File: config.mk
export PLATFORM = sky130hd
export DESIGN_NAME = return_stroke_sequencer_top_flat
export DESIGN_NICKNAME = d
export VERILOG_FILES = /design/src/design/rss_pkg.sv /design/src/design/rss_channels.sv /design/src/design/return_stroke_sequencer_top.sv /design/src/design/rss_cfg_regs.sv /design/src/design/rss_step.sv /design/src/flat_wrapper.sv
export SDC_FILE = /design/constraint.sdc
export NUM_CORES = 1
export LEC_CHECK = 0
export BUFFER_PORTS_ARGS = -buffer_cell sky130_fd_sc_hd__buf_4
export CAP_MARGIN = 25
export CORE_MARGIN = 5
export CORE_UTILIZATION = 40
export DETAILED_ROUTE_END_ITERATION = 6
export MAX_ROUTING_LAYER = met4
export PLACE_DENSITY = 0.56
export SYNTH_ARGS = -nofsm -noshare
export SYNTH_HDL_FRONTEND = slang
export SYNTH_SLANG_ARGS = --single-unit
export TNS_END_PERCENT = 20
File: constraint.sdc
create_clock -name clk -period 8.96 [get_ports clk]
set_clock_uncertainty 0.2 [all_clocks]
set_input_delay 0.448 -clock clk [delete_from_list [all_inputs] [get_ports clk]]
set_output_delay 0.448 -clock clk [all_outputs]
set_load 0.02 [all_outputs]
File: src/design/rss_pkg.sv
// Package for the return stroke sequencer: constants, register indexes,
// configuration, item and result types. No dependencies.
`timescale 1ns / 1ps

package rss_pkg;

    // Sequencing constants
    localparam int MIN_STROKE_DIST = 100;
    localparam int DELAY_TICKS     = 10;
    localparam int ENC_DIV         = 4;   // power of two, position is a shift
    localparam int SETTLE_TICKS    = 8;

    localparam int ENC_SHIFT = $clog2(ENC_DIV);

    localparam int CFG_IDX_W  = 3;
    localparam int CFG_DATA_W = 16;

    localparam logic [15:0] DEFAULT_ACCEL_RST = 16'd1000;
    localparam logic [15:0] DEFAULT_SPEED_RST = 16'd100;

    // Register indexes
    localparam logic [CFG_IDX_W-1:0] REG_READY_ENABLE     = 3'd0;
    localparam logic [CFG_IDX_W-1:0] REG_READY_OFFSET     = 3'd1;
    localparam logic [CFG_IDX_W-1:0] REG_CONTACT_POSITION = 3'd2;
    localparam logic [CFG_IDX_W-1:0] REG_RETURN_ACCEL     = 3'd3;
    localparam logic [CFG_IDX_W-1:0] REG_RETURN_DECEL     = 3'd4;
    localparam logic [CFG_IDX_W-1:0] REG_RETURN_VELOCITY  = 3'd5;
    localparam logic [CFG_IDX_W-1:0] REG_DEFAULT_ACCEL    = 3'd6;
    localparam logic [CFG_IDX_W-1:0] REG_DEFAULT_SPEED    = 3'd7;

    // Request and outcome codes
    localparam logic REQ_ENTER = 1'b0;
    localparam logic REQ_TICK  = 1'b1;

    localparam logic [1:0] OUTCOME_STAY  = 2'd0;
    localparam logic [1:0] OUTCOME_READY = 2'd1;
    localparam logic [1:0] OUTCOME_ALARM = 2'd2;

    typedef struct packed {
        logic        ready_enable;
        logic [15:0] ready_offset;
        logic [15:0] contact_position;
        logic [15:0] return_accel;
        logic [15:0] return_decel;
        logic [15:0] return_velocity;
        logic [15:0] default_accel;
        logic [15:0] fallback_speed;
    } cfg_t;

    typedef struct packed {
        logic               req_type;
        logic               alarm_active;
        logic               move_complete;
        logic signed [31:0] rotary_count;
    } item_t;

    typedef struct packed {
        logic               move_valid;
        logic [15:0]        move_target;
        logic [15:0]        move_accel;
        logic [15:0]        move_decel;
        logic [15:0]        move_velocity;
        logic [1:0]         outcome;
        logic               servo_fault;
        logic               clear_contact;
        logic signed [31:0] overshoot_value;
    } result_t;

endpackage

File: src/design/rss_channels.sv
// Valid/ready channel interfaces for request items and result items.
// Depends on nothing.
`timescale 1ns / 1ps

interface rss_req_if;
    logic               valid;
    logic               ready;
    logic               req_type;
    logic               alarm_active;
    logic               move_complete;
    logic signed [31:0] rotary_count;

    modport source (output valid, output req_type, output alarm_active,
                    output move_complete, output rotary_count, input ready);
    modport sink   (input valid, input req_type, input alarm_active,
                    input move_complete, input rotary_count, output ready);
endinterface

interface rss_rsp_if;
    logic               valid;
    logic               ready;
    logic               move_valid;
    logic [15:0]        move_target;
    logic [15:0]        move_accel;
    logic [15:0]        move_decel;
    logic [15:0]        move_velocity;
    logic [1:0]         outcome;
    logic               servo_fault;
    logic               clear_contact;
    logic signed [31:0] overshoot_value;

    modport source (output valid, output move_valid, output move_target,
                    output move_accel, output move_decel, output move_velocity,
                    output outcome, output servo_fault, output clear_contact,
                    output overshoot_value, input ready);
    modport sink   (input valid, input move_valid, input move_target,
                    input move_accel, input move_decel, input move_velocity,
                    input outcome, input servo_fault, input clear_contact,
                    input overshoot_value, output ready);
endinterface

File: src/design/return_stroke_sequencer_top.sv
// Top level of the return stroke sequencer: input register, step logic,
// result register. Depends on rss_pkg, rss_channels, rss_cfg_regs, rss_step.
`timescale 1ns / 1ps

// Channel   Role  Beat contents
// --------  ----  ----------------------------------------------------------
// req_ch    sink  req_type, alarm_active, move_complete, rotary_count
// rsp_ch    src   move_valid/target/accel/decel/velocity, outcome,
//                 servo_fault, clear_contact, overshoot_value
// cfg_*     in    write enable, 3-bit register index, 16-bit data
//
// One beat in per cycle while results are taken, one result beat out per
// request beat; each passes the input register, then the result register.
// Reset clears the sequencer state and loads the register defaults
// (default accel 1000, default speed 100, all else 0).
// A stalled result holds in the result register while the input register
// still takes a beat; req_ch.ready drops only when both are full and the
// result is not taken.

module return_stroke_sequencer_top
    import rss_pkg::*;
(
    input  logic                  clk,
    input  logic                  rst_n,
    input  logic                  cfg_we,
    input  logic [CFG_IDX_W-1:0]  cfg_index,
    input  logic [CFG_DATA_W-1:0] cfg_data,
    rss_req_if.sink               req_ch,
    rss_rsp_if.source             rsp_ch
);

    cfg_t    cfg;
    item_t   in_item_reg;
    logic    in_valid_reg;
    result_t step_res;
    result_t out_res_reg;
    logic    out_valid_reg;
    logic    advance;
    logic    fire;

    rss_cfg_regs u_cfg_regs (
        .clk       (clk),
        .rst_n     (rst_n),
        .cfg_we    (cfg_we),
        .cfg_index (cfg_index),
        .cfg_data  (cfg_data),
        .cfg       (cfg)
    );

    // Advance the pipe when the result register is empty or being drained
    assign advance      = !out_valid_reg || rsp_ch.ready;
    assign fire         = in_valid_reg && advance;
    assign req_ch.ready = !in_valid_reg || advance;

    // Input register: hold the beat until the step logic consumes it
    always_ff @(posedge clk or negedge rst_n)
    begin
        if (!rst_n)
            in_valid_reg <= 1'b0;
        else if (req_ch.valid && req_ch.ready)
            in_valid_reg <= 1'b1;
        else if (fire)
            in_valid_reg <= 1'b0;
    end

    always_ff @(posedge clk)
    begin
        if (req_ch.valid && req_ch.ready)
        begin
            in_item_reg.req_type      <= req_ch.req_type;
            in_item_reg.alarm_active  <= req_ch.alarm_active;
            in_item_reg.move_complete <= req_ch.move_complete;
            in_item_reg.rotary_count  <= req_ch.rotary_count;
        end
    end

    rss_step u_step (
        .clk   (clk),
        .rst_n (rst_n),
        .fire  (fire),
        .item  (in_item_reg),
        .cfg   (cfg),
        .res   (step_res)
    );

    // Result register: load on fire, drop valid once taken
    always_ff @(posedge clk or negedge rst_n)
    begin
        if (!rst_n)
            out_valid_reg <= 1'b0;
        else if (advance)
            out_valid_reg <= in_valid_reg;
    end

    always_ff @(posedge clk)
    begin
        if (fire)
            out_res_reg <= step_res;
    end

    assign rsp_ch.valid           = out_valid_reg;
    assign rsp_ch.move_valid      = out_res_reg.move_valid;
    assign rsp_ch.move_target     = out_res_reg.move_target;
    assign rsp_ch.move_accel      = out_res_reg.move_accel;
    assign rsp_ch.move_decel      = out_res_reg.move_decel;
    assign rsp_ch.move_velocity   = out_res_reg.move_velocity;
    assign rsp_ch.outcome         = out_res_reg.outcome;
    assign rsp_ch.servo_fault     = out_res_reg.servo_fault;
    assign rsp_ch.clear_contact   = out_res_reg.clear_contact;
    assign rsp_ch.overshoot_value = out_res_reg.overshoot_value;

endmodule

File: src/design/rss_cfg_regs.sv
// Configuration register file of the return stroke sequencer.
// Depends on rss_pkg.
`timescale 1ns / 1ps

module rss_cfg_regs
    import rss_pkg::*;
(
    input  logic                  clk,
    input  logic                  rst_n,
    input  logic                  cfg_we,
    input  logic [CFG_IDX_W-1:0]  cfg_index,
    input  logic [CFG_DATA_W-1:0] cfg_data,
    output cfg_t                  cfg
);

    cfg_t cfg_reg;

    always_ff @(posedge clk or negedge rst_n)
    begin
        if (!rst_n)
        begin
            cfg_reg.ready_enable     <= 1'b0;
            cfg_reg.ready_offset     <= '0;
            cfg_reg.contact_position <= '0;
            cfg_reg.return_accel     <= '0;
            cfg_reg.return_decel     <= '0;
            cfg_reg.return_velocity  <= '0;
            cfg_reg.default_accel    <= DEFAULT_ACCEL_RST;
            cfg_reg.fallback_speed   <= DEFAULT_SPEED_RST;
        end
        else if (cfg_we)
        begin
            case (cfg_index)
                REG_READY_ENABLE:     cfg_reg.ready_enable     <= cfg_data[0];
                REG_READY_OFFSET:     cfg_reg.ready_offset     <= cfg_data;
                REG_CONTACT_POSITION: cfg_reg.contact_position <= cfg_data;
                REG_RETURN_ACCEL:     cfg_reg.return_accel     <= cfg_data;
                REG_RETURN_DECEL:     cfg_reg.return_decel     <= cfg_data;
                REG_RETURN_VELOCITY:  cfg_reg.return_velocity  <= cfg_data;
                REG_DEFAULT_ACCEL:    cfg_reg.default_accel    <= cfg_data;
                REG_DEFAULT_SPEED:    cfg_reg.fallback_speed   <= cfg_data;
                default:              cfg_reg <= cfg_reg;
            endcase
        end
    end

    assign cfg = cfg_reg;

endmodule

File: src/design/rss_step.sv
// Sequencer state and the per-item decision logic: one item in, one result out.
// Depends on rss_pkg.
`timescale 1ns / 1ps

module rss_step
    import rss_pkg::*;
(
    input  logic    clk,
    input  logic    rst_n,
    input  logic    fire,
    input  item_t   item,
    input  cfg_t    cfg,
    output result_t res
);

    localparam logic signed [33:0] ERR_LIMIT = 34'(MIN_STROKE_DIST);
    localparam logic signed [17:0] STROKE_18 = 18'(MIN_STROKE_DIST);

    logic               active_reg, active_next;
    logic [15:0]        ready_target_reg, ready_target_next;
    logic [3:0]         settle_count_reg, settle_count_next;
    logic [7:0]         delay_count_reg, delay_count_next;
    logic signed [31:0] overshoot_reg, overshoot_next;

    logic signed [32:0] biased;
    logic signed [32:0] pos_shift;
    logic signed [33:0] pos;
    logic [15:0]        enter_diff;
    logic               enter_ok;
    logic               profile_ok;
    logic signed [17:0] retarget_lim;
    logic [15:0]        retarget;
    logic signed [33:0] err;
    logic signed [34:0] ov_diff;
    logic signed [31:0] ov_sat;
    logic               err_ok;

    always_comb
    begin
        // Position truncated toward zero: bias negatives before the shift
        biased    = 33'(item.rotary_count)
                  + (item.rotary_count[31] ? 33'(ENC_DIV - 1) : 33'sd0);
        pos_shift = biased >>> ENC_SHIFT;
        pos       = 34'(pos_shift);

        enter_diff = cfg.contact_position - cfg.ready_offset;
        enter_ok   = cfg.ready_enable
                  && (cfg.ready_offset >= 16'(MIN_STROKE_DIST))
                  && (cfg.ready_offset <= cfg.contact_position)
                  && ($signed({18'd0, enter_diff}) < pos);
        profile_ok = (cfg.return_accel != '0) && (cfg.return_decel != '0)
                  && (cfg.return_velocity != '0);

        retarget_lim = $signed({2'b00, cfg.contact_position}) - STROKE_18;
        retarget     = ((ready_target_reg != '0)
                       && ($signed({2'b00, ready_target_reg}) < retarget_lim))
                     ? ready_target_reg : '0;

        err     = pos - $signed({18'd0, ready_target_reg});
        err_ok  = (err < ERR_LIMIT) && (err > -ERR_LIMIT);
        ov_diff = 35'(overshoot_reg) - 35'(err);
        if (ov_diff[34:31] == 4'b0000 || ov_diff[34:31] == 4'b1111)
            ov_sat = ov_diff[31:0];
        else if (ov_diff[34])
            ov_sat = 32'sh8000_0000;
        else
            ov_sat = 32'sh7fff_ffff;

        active_next       = active_reg;
        ready_target_next = ready_target_reg;
        settle_count_next = settle_count_reg;
        delay_count_next  = delay_count_reg;
        overshoot_next    = overshoot_reg;
        res               = '0;

        if (item.req_type == REQ_ENTER)
        begin
            ready_target_next = enter_ok ? enter_diff : '0;
            res.move_valid    = 1'b1;
            if (profile_ok)
            begin
                res.move_target   = ready_target_next;
                res.move_accel    = cfg.return_accel;
                res.move_decel    = cfg.return_decel;
                res.move_velocity = cfg.return_velocity;
            end
            else
            begin
                res.move_accel    = cfg.default_accel;
                res.move_decel    = cfg.default_accel;
                res.move_velocity = cfg.fallback_speed;
            end
            res.clear_contact = 1'b1;
            delay_count_next  = 8'(DELAY_TICKS);
            settle_count_next = 4'(SETTLE_TICKS);
            active_next       = 1'b1;
        end
        else if (active_reg)
        begin
            if (item.alarm_active)
            begin
                res.outcome = OUTCOME_ALARM;
                active_next = 1'b0;
            end
            else if (settle_count_reg != '0)
            begin
                settle_count_next = settle_count_reg - 4'd1;
                if (item.move_complete)
                begin
                    // Stale move done: re-send the move
                    res.move_valid = 1'b1;
                    if (profile_ok)
                    begin
                        res.move_target   = retarget;
                        res.move_accel    = cfg.return_accel;
                        res.move_decel    = cfg.return_decel;
                        res.move_velocity = cfg.return_velocity;
                    end
                    else
                    begin
                        res.move_accel    = cfg.default_accel;
                        res.move_decel    = cfg.default_accel;
                        res.move_velocity = cfg.fallback_speed;
                    end
                end
            end
            else if (item.move_complete)
            begin
                if (delay_count_reg != '0)
                    delay_count_next = delay_count_reg - 8'd1;
                else
                begin
                    if (err_ok)
                    begin
                        overshoot_next = ov_sat;
                        res.outcome    = OUTCOME_READY;
                    end
                    else
                    begin
                        res.outcome     = OUTCOME_ALARM;
                        res.servo_fault = 1'b1;
                    end
                    active_next = 1'b0;
                end
            end
        end

        res.overshoot_value = overshoot_next;
    end

    always_ff @(posedge clk or negedge rst_n)
    begin
        if (!rst_n)
        begin
            active_reg       <= 1'b0;
            ready_target_reg <= '0;
            settle_count_reg <= '0;
            delay_count_reg  <= '0;
            overshoot_reg    <= '0;
        end
        else if (fire)
        begin
            active_reg       <= active_next;
            ready_target_reg <= ready_target_next;
            settle_count_reg <= settle_count_next;
            delay_count_reg  <= delay_count_next;
            overshoot_reg    <= overshoot_next;
        end
    end

endmodule

File: src/flat_wrapper.sv
// flat-port wrapper written by rule: the top's interface ports become plain ports
module return_stroke_sequencer_top_flat import rss_pkg::*;
  (clk, rst_n, cfg_we, cfg_index, cfg_data, req_ch_valid, req_ch_req_type, req_ch_alarm_active, req_ch_move_complete, req_ch_rotary_count, req_ch_ready, rsp_ch_valid, rsp_ch_move_valid, rsp_ch_move_target, rsp_ch_move_accel, rsp_ch_move_decel, rsp_ch_move_velocity, rsp_ch_outcome, rsp_ch_servo_fault, rsp_ch_clear_contact, rsp_ch_overshoot_value, rsp_ch_ready);
  rss_req_if req_ch_i ();
  rss_rsp_if rsp_ch_i ();
  input  logic clk;
  input  logic rst_n;
  input  logic cfg_we;
  input  logic [CFG_IDX_W-1:0] cfg_index;
  input  logic [CFG_DATA_W-1:0] cfg_data;
  input wire logic [$bits(req_ch_i.valid)-1:0] req_ch_valid;
  input wire logic [$bits(req_ch_i.req_type)-1:0] req_ch_req_type;
  input wire logic [$bits(req_ch_i.alarm_active)-1:0] req_ch_alarm_active;
  input wire logic [$bits(req_ch_i.move_complete)-1:0] req_ch_move_complete;
  input wire logic [$bits(req_ch_i.rotary_count)-1:0] req_ch_rotary_count;
  output wire logic [$bits(req_ch_i.ready)-1:0] req_ch_ready;
  output wire logic [$bits(rsp_ch_i.valid)-1:0] rsp_ch_valid;
  output wire logic [$bits(rsp_ch_i.move_valid)-1:0] rsp_ch_move_valid;
  output wire logic [$bits(rsp_ch_i.move_target)-1:0] rsp_ch_move_target;
  output wire logic [$bits(rsp_ch_i.move_accel)-1:0] rsp_ch_move_accel;
  output wire logic [$bits(rsp_ch_i.move_decel)-1:0] rsp_ch_move_decel;
  output wire logic [$bits(rsp_ch_i.move_velocity)-1:0] rsp_ch_move_velocity;
  output wire logic [$bits(rsp_ch_i.outcome)-1:0] rsp_ch_outcome;
  output wire logic [$bits(rsp_ch_i.servo_fault)-1:0] rsp_ch_servo_fault;
  output wire logic [$bits(rsp_ch_i.clear_contact)-1:0] rsp_ch_clear_contact;
  output wire logic [$bits(rsp_ch_i.overshoot_value)-1:0] rsp_ch_overshoot_value;
  input wire logic [$bits(rsp_ch_i.ready)-1:0] rsp_ch_ready;
  assign req_ch_i.valid = req_ch_valid;
  assign req_ch_i.req_type = req_ch_req_type;
  assign req_ch_i.alarm_active = req_ch_alarm_active;
  assign req_ch_i.move_complete = req_ch_move_complete;
  assign req_ch_i.rotary_count = req_ch_rotary_count;
  assign req_ch_ready = req_ch_i.ready;
  assign rsp_ch_valid = rsp_ch_i.valid;
  assign rsp_ch_move_valid = rsp_ch_i.move_valid;
  assign rsp_ch_move_target = rsp_ch_i.move_target;
  assign rsp_ch_move_accel = rsp_ch_i.move_accel;
  assign rsp_ch_move_decel = rsp_ch_i.move_decel;
  assign rsp_ch_move_velocity = rsp_ch_i.move_velocity;
  assign rsp_ch_outcome = rsp_ch_i.outcome;
  assign rsp_ch_servo_fault = rsp_ch_i.servo_fault;
  assign rsp_ch_clear_contact = rsp_ch_i.clear_contact;
  assign rsp_ch_overshoot_value = rsp_ch_i.overshoot_value;
  assign rsp_ch_i.ready = rsp_ch_ready;
  return_stroke_sequencer_top u_core (.clk(clk), .rst_n(rst_n), .cfg_we(cfg_we), .cfg_index(cfg_index), .cfg_data(cfg_data), .req_ch(req_ch_i), .rsp_ch(rsp_ch_i));
endmodule
# --- Word level (Yosys, flattened, before mapping) ---
# Cells that the tools add are included.
totals:
  register_bits: 312
  word_cells: 141
classes:
  n_addsub: 7
  magnitude_cmp: 6
  n_eq_ne: 14
  n_mux: 46
  bitwise: 3
  n_reduce_logical: 36
ops:
  columns: ["op", "count"]
  rows:
  - ["$mux 32", 9]
  - ["$mux 65", 3]
  - ["$mux 68", 1]
  - ["$mux 16", 4]
  - ["$mux 64", 1]
  - ["$reduce_bool 16->1", 4]
  - ["$mux 48", 1]
  - ["$mux 8", 6]
  - ["$add 32x3->33", 1]
  - ["$sub 32x32->33", 1]
  - ["$gt 32x8->1 const B", 1]
  - ["$lt 32x8->1 const B", 1]
  - ["$sub 31x17->32", 1]
  - ["$lt 17x31->1", 1]
  - ["$reduce_and 2->1", 10]
  - ["$lt 17x17->1", 1]
  - ["$sub 16x7->17 const B", 1]
  - ["$ge 16x7->1 const B", 1]
  - ["$le 16x16->1", 1]
  - ["$mux 4", 4]
  - ["$sub 16x16->16", 1]
  - ["$eq 3x3->1 const B", 4]
  - ["$ne 2x2->1 const B", 6]
  - ["$mux 1", 11]
  - ["19 further kinds", 37]

# --- Longest topological paths before layout ---
depth:
  depth_word: 14
  depth_mapped: 30
  mapped_depth_nobuf: 27

# --- Hierarchy ---
# From an unflattened synthesis, not the netlist that was laid out.
hier_totals:
  hier_cells: 1778
  hier_area_um2: 18541.5
modules_own_cells:
  columns: ["mod", "instances", "cells_per_inst", "area_each_um2", "seq_area_each_um2"]
  rows:
  - ["rss_step", 1, 1386, 9841.9, 1526.5]
  - ["rss_cfg_regs", 1, 248, 4511.8, 2839.0]
  - ["return_stroke_sequencer_top", 1, 144, 4187.8, 4134.0]

# --- Worst setup path before layout ---
# No wires, ideal clock.
synth_path:
  path_kind: "register to register"
  startpoint: "reg u_core.in_item_reg[31] in the netlist's numbering"
  endpoint: "reg u_core.out_res_reg, in the netlist u_core.rsp_ch.overshoot_value[8], data pin"
  setup_time_ns: 0.129
  t_arrival_ns: 6.414
  slack_ns: 2.216
  path_stages_with_launch: 31
  path_buffers: 3
  cell_sequence: "edfxtp_1 > ha_1 > a31o_2 > and3_1 > clkbuf_1 > clkbuf_1 > nand2_1 > xnor2_1 > ha_1 > and2_1 > a221o_1 > a31oi_1 > a21oi_1 > nor2b_1 > xor2_1 > ha_1 > and4_1 > nand3_1 > nor3b_1 > o41ai_1 > a31oi_1 > a22oi_1 > a2111o_1 > a21o_1 > a21oi_1 > o21ai_0 > a221o_1 > or2_1 > buf_6 > a21oi_1 > mux2_2"
synth_rtl:
  columns: ["item", "line_no", "text"]
  rows:
  - ["start, declared", "return_stroke_sequencer_top.sv:33", "item_t in_item_reg;"]
  - ["end signal, assigned", "return_stroke_sequencer_top.sv:98", "out_res_reg <= step_res;"]
  - ["end, declared", "return_stroke_sequencer_top.sv:36", "result_t out_res_reg;"]

==> reports/metrics.cfg <==
[run_status]
status=finished, final reports clean

[timing]
rsz0062_at_grt=false
period_minus_slack_ps=8077
maxSlewHeadroom=0.3059
tns_ps=0
setup_viol=0
slew_violations=0
final_hold_viol_count=0
fmax_ghz=0.1238
worstMarginPinSlew_ps=1036
finalCritPeriodShare=0.9014

[final_layout]
drive_above_1_share=0.1958
areaGrowthSynthToFinish_pct=19.71
largest_reg_flops=113
fin_nets=2115

[worst_setup_path]
slowest_stage=nand2_1
cp.depth=27
worst_setup_path_start_kind=register
setup.worst_path.start=u_core.in_item_reg[31]
critPathArrivalTime_ps=8200
end_kind=register
regToRegSetupSlack_ps=880
path_buf_inv=1
cp.required_ps=9080
path_delay_family=compound AO/OA/AOI/OAI gates
r2r-start=u_core.in_item_reg[31]
path_max_fanout=22
critical_path.most_common_cell=ha_1
rr_endpoint=u_core.rsp_ch.overshoot_value[24]
worstSetupPathType=reg -> reg
cp_slowest_stage_delay_ps=520
r2r_cells=27

[hold_path]
hold_start=cfg_data[11]
hold_depth=3
min_path_type=in -> reg
hold_end=u_core.u_cfg_regs.cfg[107]

[drt]
wl_per_cell_um=20.44
num_vias=14310
finalWirelength_mm=53.01
drtIter0Drc=1049
firstDrtPassIters=5
viasPerCell=5.519
ant_nets=0
post-route-drc-count=0

[clock_tree]
clk_latency_ps=570
clock_tree.buffer_depth=3
post_cts_buffers=0
clkTransAtPathRegs_ps=60
h-tree-depth=2
clock_sinks=312
cts_root_buffer=clkbuf_16
cts_made_buffers=37
cts_tree=done

[logic_synthesis]
ys_seq_area_frac=0.4640
synth_edf_count=136
synthAdderAreaFrac=0.06687
synthTopCellsByCount=167 x dfrtp_1, 147 x nand2_1, 136 x edfxtp_1, 113 x nor2_1, 111 x o21ai_0
synthCells=1754
synth-xor-area-share=0.05546
synth_top_flop_cell=dfrtp_1
synth_compound_area_frac=0.1337
yosys_warnings=0
yosysTopAreaCellShare=0.2281
synth_seq_cells=312
syn_avg_cell_area_um2=10.44
yosysMostFrequentCell=dfrtp_1
yosysTopAreaCell=dfrtp_1
synth_area_leaders=dfrtp_1 23%, edfxtp_1 22%, mux2_2 6.5%, ha_1 6.1%, xnor2_1 3.3%
synth_mux_area_frac=0.09679
syn_nets=1905
synth_top_family_by_area=simple AND/OR/NAND/NOR gates
async_reset_ff_frac=0.5641
ys_types=96
syn_area_um2=18320
yosys.area_share.simple=0.1490

[floorplanning]
die_y_um=224.0
start_util=0.4036
die_x_um=224.0
pin_count=162
core_um2=45380
rows=78
die_area_um2=50170

[global_route]
antenna_found_initial=2
grt_max_degree=66
overflow=0
grt_pass1_wl_mm=81.76
grt.total_usage=0.2126
grt_pass1_vias=14013

[place]
post-dp-hpwl_mm=39.29
place.gp.congestion=0.9150
port_buffers=161

[pwr]
power_mw=4.833
p_per_area_nw_per_um2=220.4
leakage_nw=9.023
ir_drop_uv=133.4

[flow_run]
maxCapViolations=0

[per-layer routing]
metal / up-vias / wire (um) / track usage
met5: - / 0 / -
met4: 0 / 1276 / 0.05435
met3: 82 / 2703 / 0.03329
met2: 384 / 24280 / 0.3291
met1: 6989 / 24750 / 0.2945
li1: 6855 / - / -
[cell families (layout without fill, tap and decap cells)]
group           count (synthesis)  after routing
buf+inv                       161            399
simple gates                  530            530
xor+xnor                      112            112
fa+ha+maj                      97             97
flops                         312            312
other cells                     0              1
mux                           164            164
compound gates                378            378
[layout make-up]
| cell class | count | area [um^2] |
|---|---|---|
| diodes | 1 | 2.502 |
| fillers | 4203 | 23450 |
| clock inverters | 13 | 152.6 |
| inverters | 100 | 377.9 |
| flip-flops and latches | 312 | 8499 |
| multi-input cells | 1281 | 9239 |
| well taps | 600 | 750.7 |
| repair buffers | 232 | 1887 |
| clock buffers | 54 | 1020 |
[through the flow]
stage,std cells,cell area [um^2],setup slack [ps],hold slack (ps),util
floorplan,1754,18320,2216,-47.59,-
global placement,2470,20200,1130,253.5,0.4451
detailed placement,2471,20210,934.4,252.9,0.4454
CTS,2590,21900,923.4,2.480,0.4827
global route,2593,21930,194.9,11.73,0.4832
finish,2593,21930,883.2,11.16,0.4832
[worst register-to-register path, stage by stage (launching register included)]
cell and delay [ps]:
edfxtp_1 470, ha_1 360, a31o_2 190, and3_1 460
and2_1 210, xor2_1 300, ha_1 270, and3_1 260
nand4_1 110, a21oi_1 280, nor3b_1 120, xnor2_1 430
inv_1 90, ha_1 370, and4_1 290, nand3_1 90
nor3b_1 180, o41ai_1 130, a31oi_1 280, a22oi_1 150
a2111o_1 430, a21o_1 180, a21oi_1 360, or2_0 210
a221o_1 300, nand2_1 520, a31o_2 440, a22o_1 170
[power by group]
group	leakage [nW]	internal (mW)	switching (mW)
Clock	0.562	0.833	0.627
Combinational	4.97	0.617	0.876
Sequential	3.49	1.72	0.161
Total	9.02	3.17	1.66
[placed cells by master, fill, tap and decap left out, types with 7 or more instances in the layout]
cell | netlist | routed
and3_1 | 14 | 14
mux2i_1 | 59 | 59
a21o_1 | 27 | 27
ha_1 | 89 | 89
a22o_1 | 20 | 20
a31oi_1 | 13 | 13
mux2_2 | 105 | 105
clkbuf_16 | 0 | 37
or3_1 | 12 | 12
dfrtp_1 | 167 | 167
nor4_1 | 34 | 34
nor2b_1 | 13 | 13
a21boi_0 | 7 | 7
dfstp_2 | 9 | 9
buf_4 | 0 | 177
dlygate4sd3_1 | 0 | 52
o31ai_1 | 10 | 10
o21ai_0 | 111 | 111
clkbuf_1 | 43 | 14
inv_1 | 98 | 97
o22ai_1 | 16 | 16
edfxtp_1 | 136 | 136
nand4_1 | 37 | 37
nor2_1 | 113 | 113
o211ai_1 | 8 | 8
and2_1 | 15 | 15
nand3_1 | 32 | 31
o21a_1 | 9 | 9
xor2_1 | 39 | 39
nand2b_1 | 22 | 22
a2bb2oi_1 | 8 | 8
nor3_1 | 35 | 34
a21oi_1 | 81 | 80
xnor2_1 | 70 | 70
nand2_1 | 147 | 146
or2_2 | 10 | 10
[how the worst max path moves through the flow]
| stage | endpoint | slack (ps) |
|---|---|---|
| 2_1_floorplan | u_core.rsp_ch.overshoot_value[8] | 2220 |
| 3_3_place_gp | u_core.rsp_ch.overshoot_value[24] | 1130 |
| 3_5_place_dp | u_core.rsp_ch.overshoot_value[24] | 930 |
| 4_1_cts | u_core.rsp_ch.overshoot_value[24] | 920 |
| 5_1_grt | u_core.rsp_ch.overshoot_value[24] | 190 |
| 6_report | u_core.rsp_ch.overshoot_value[24] | 880 |
[timing repair]
action,in CTS,in global routing
endpoints found under the hold margin,116,0
hold buffers,52,0
resized for setup,0,0
Power figures use the tool's default switching activity.
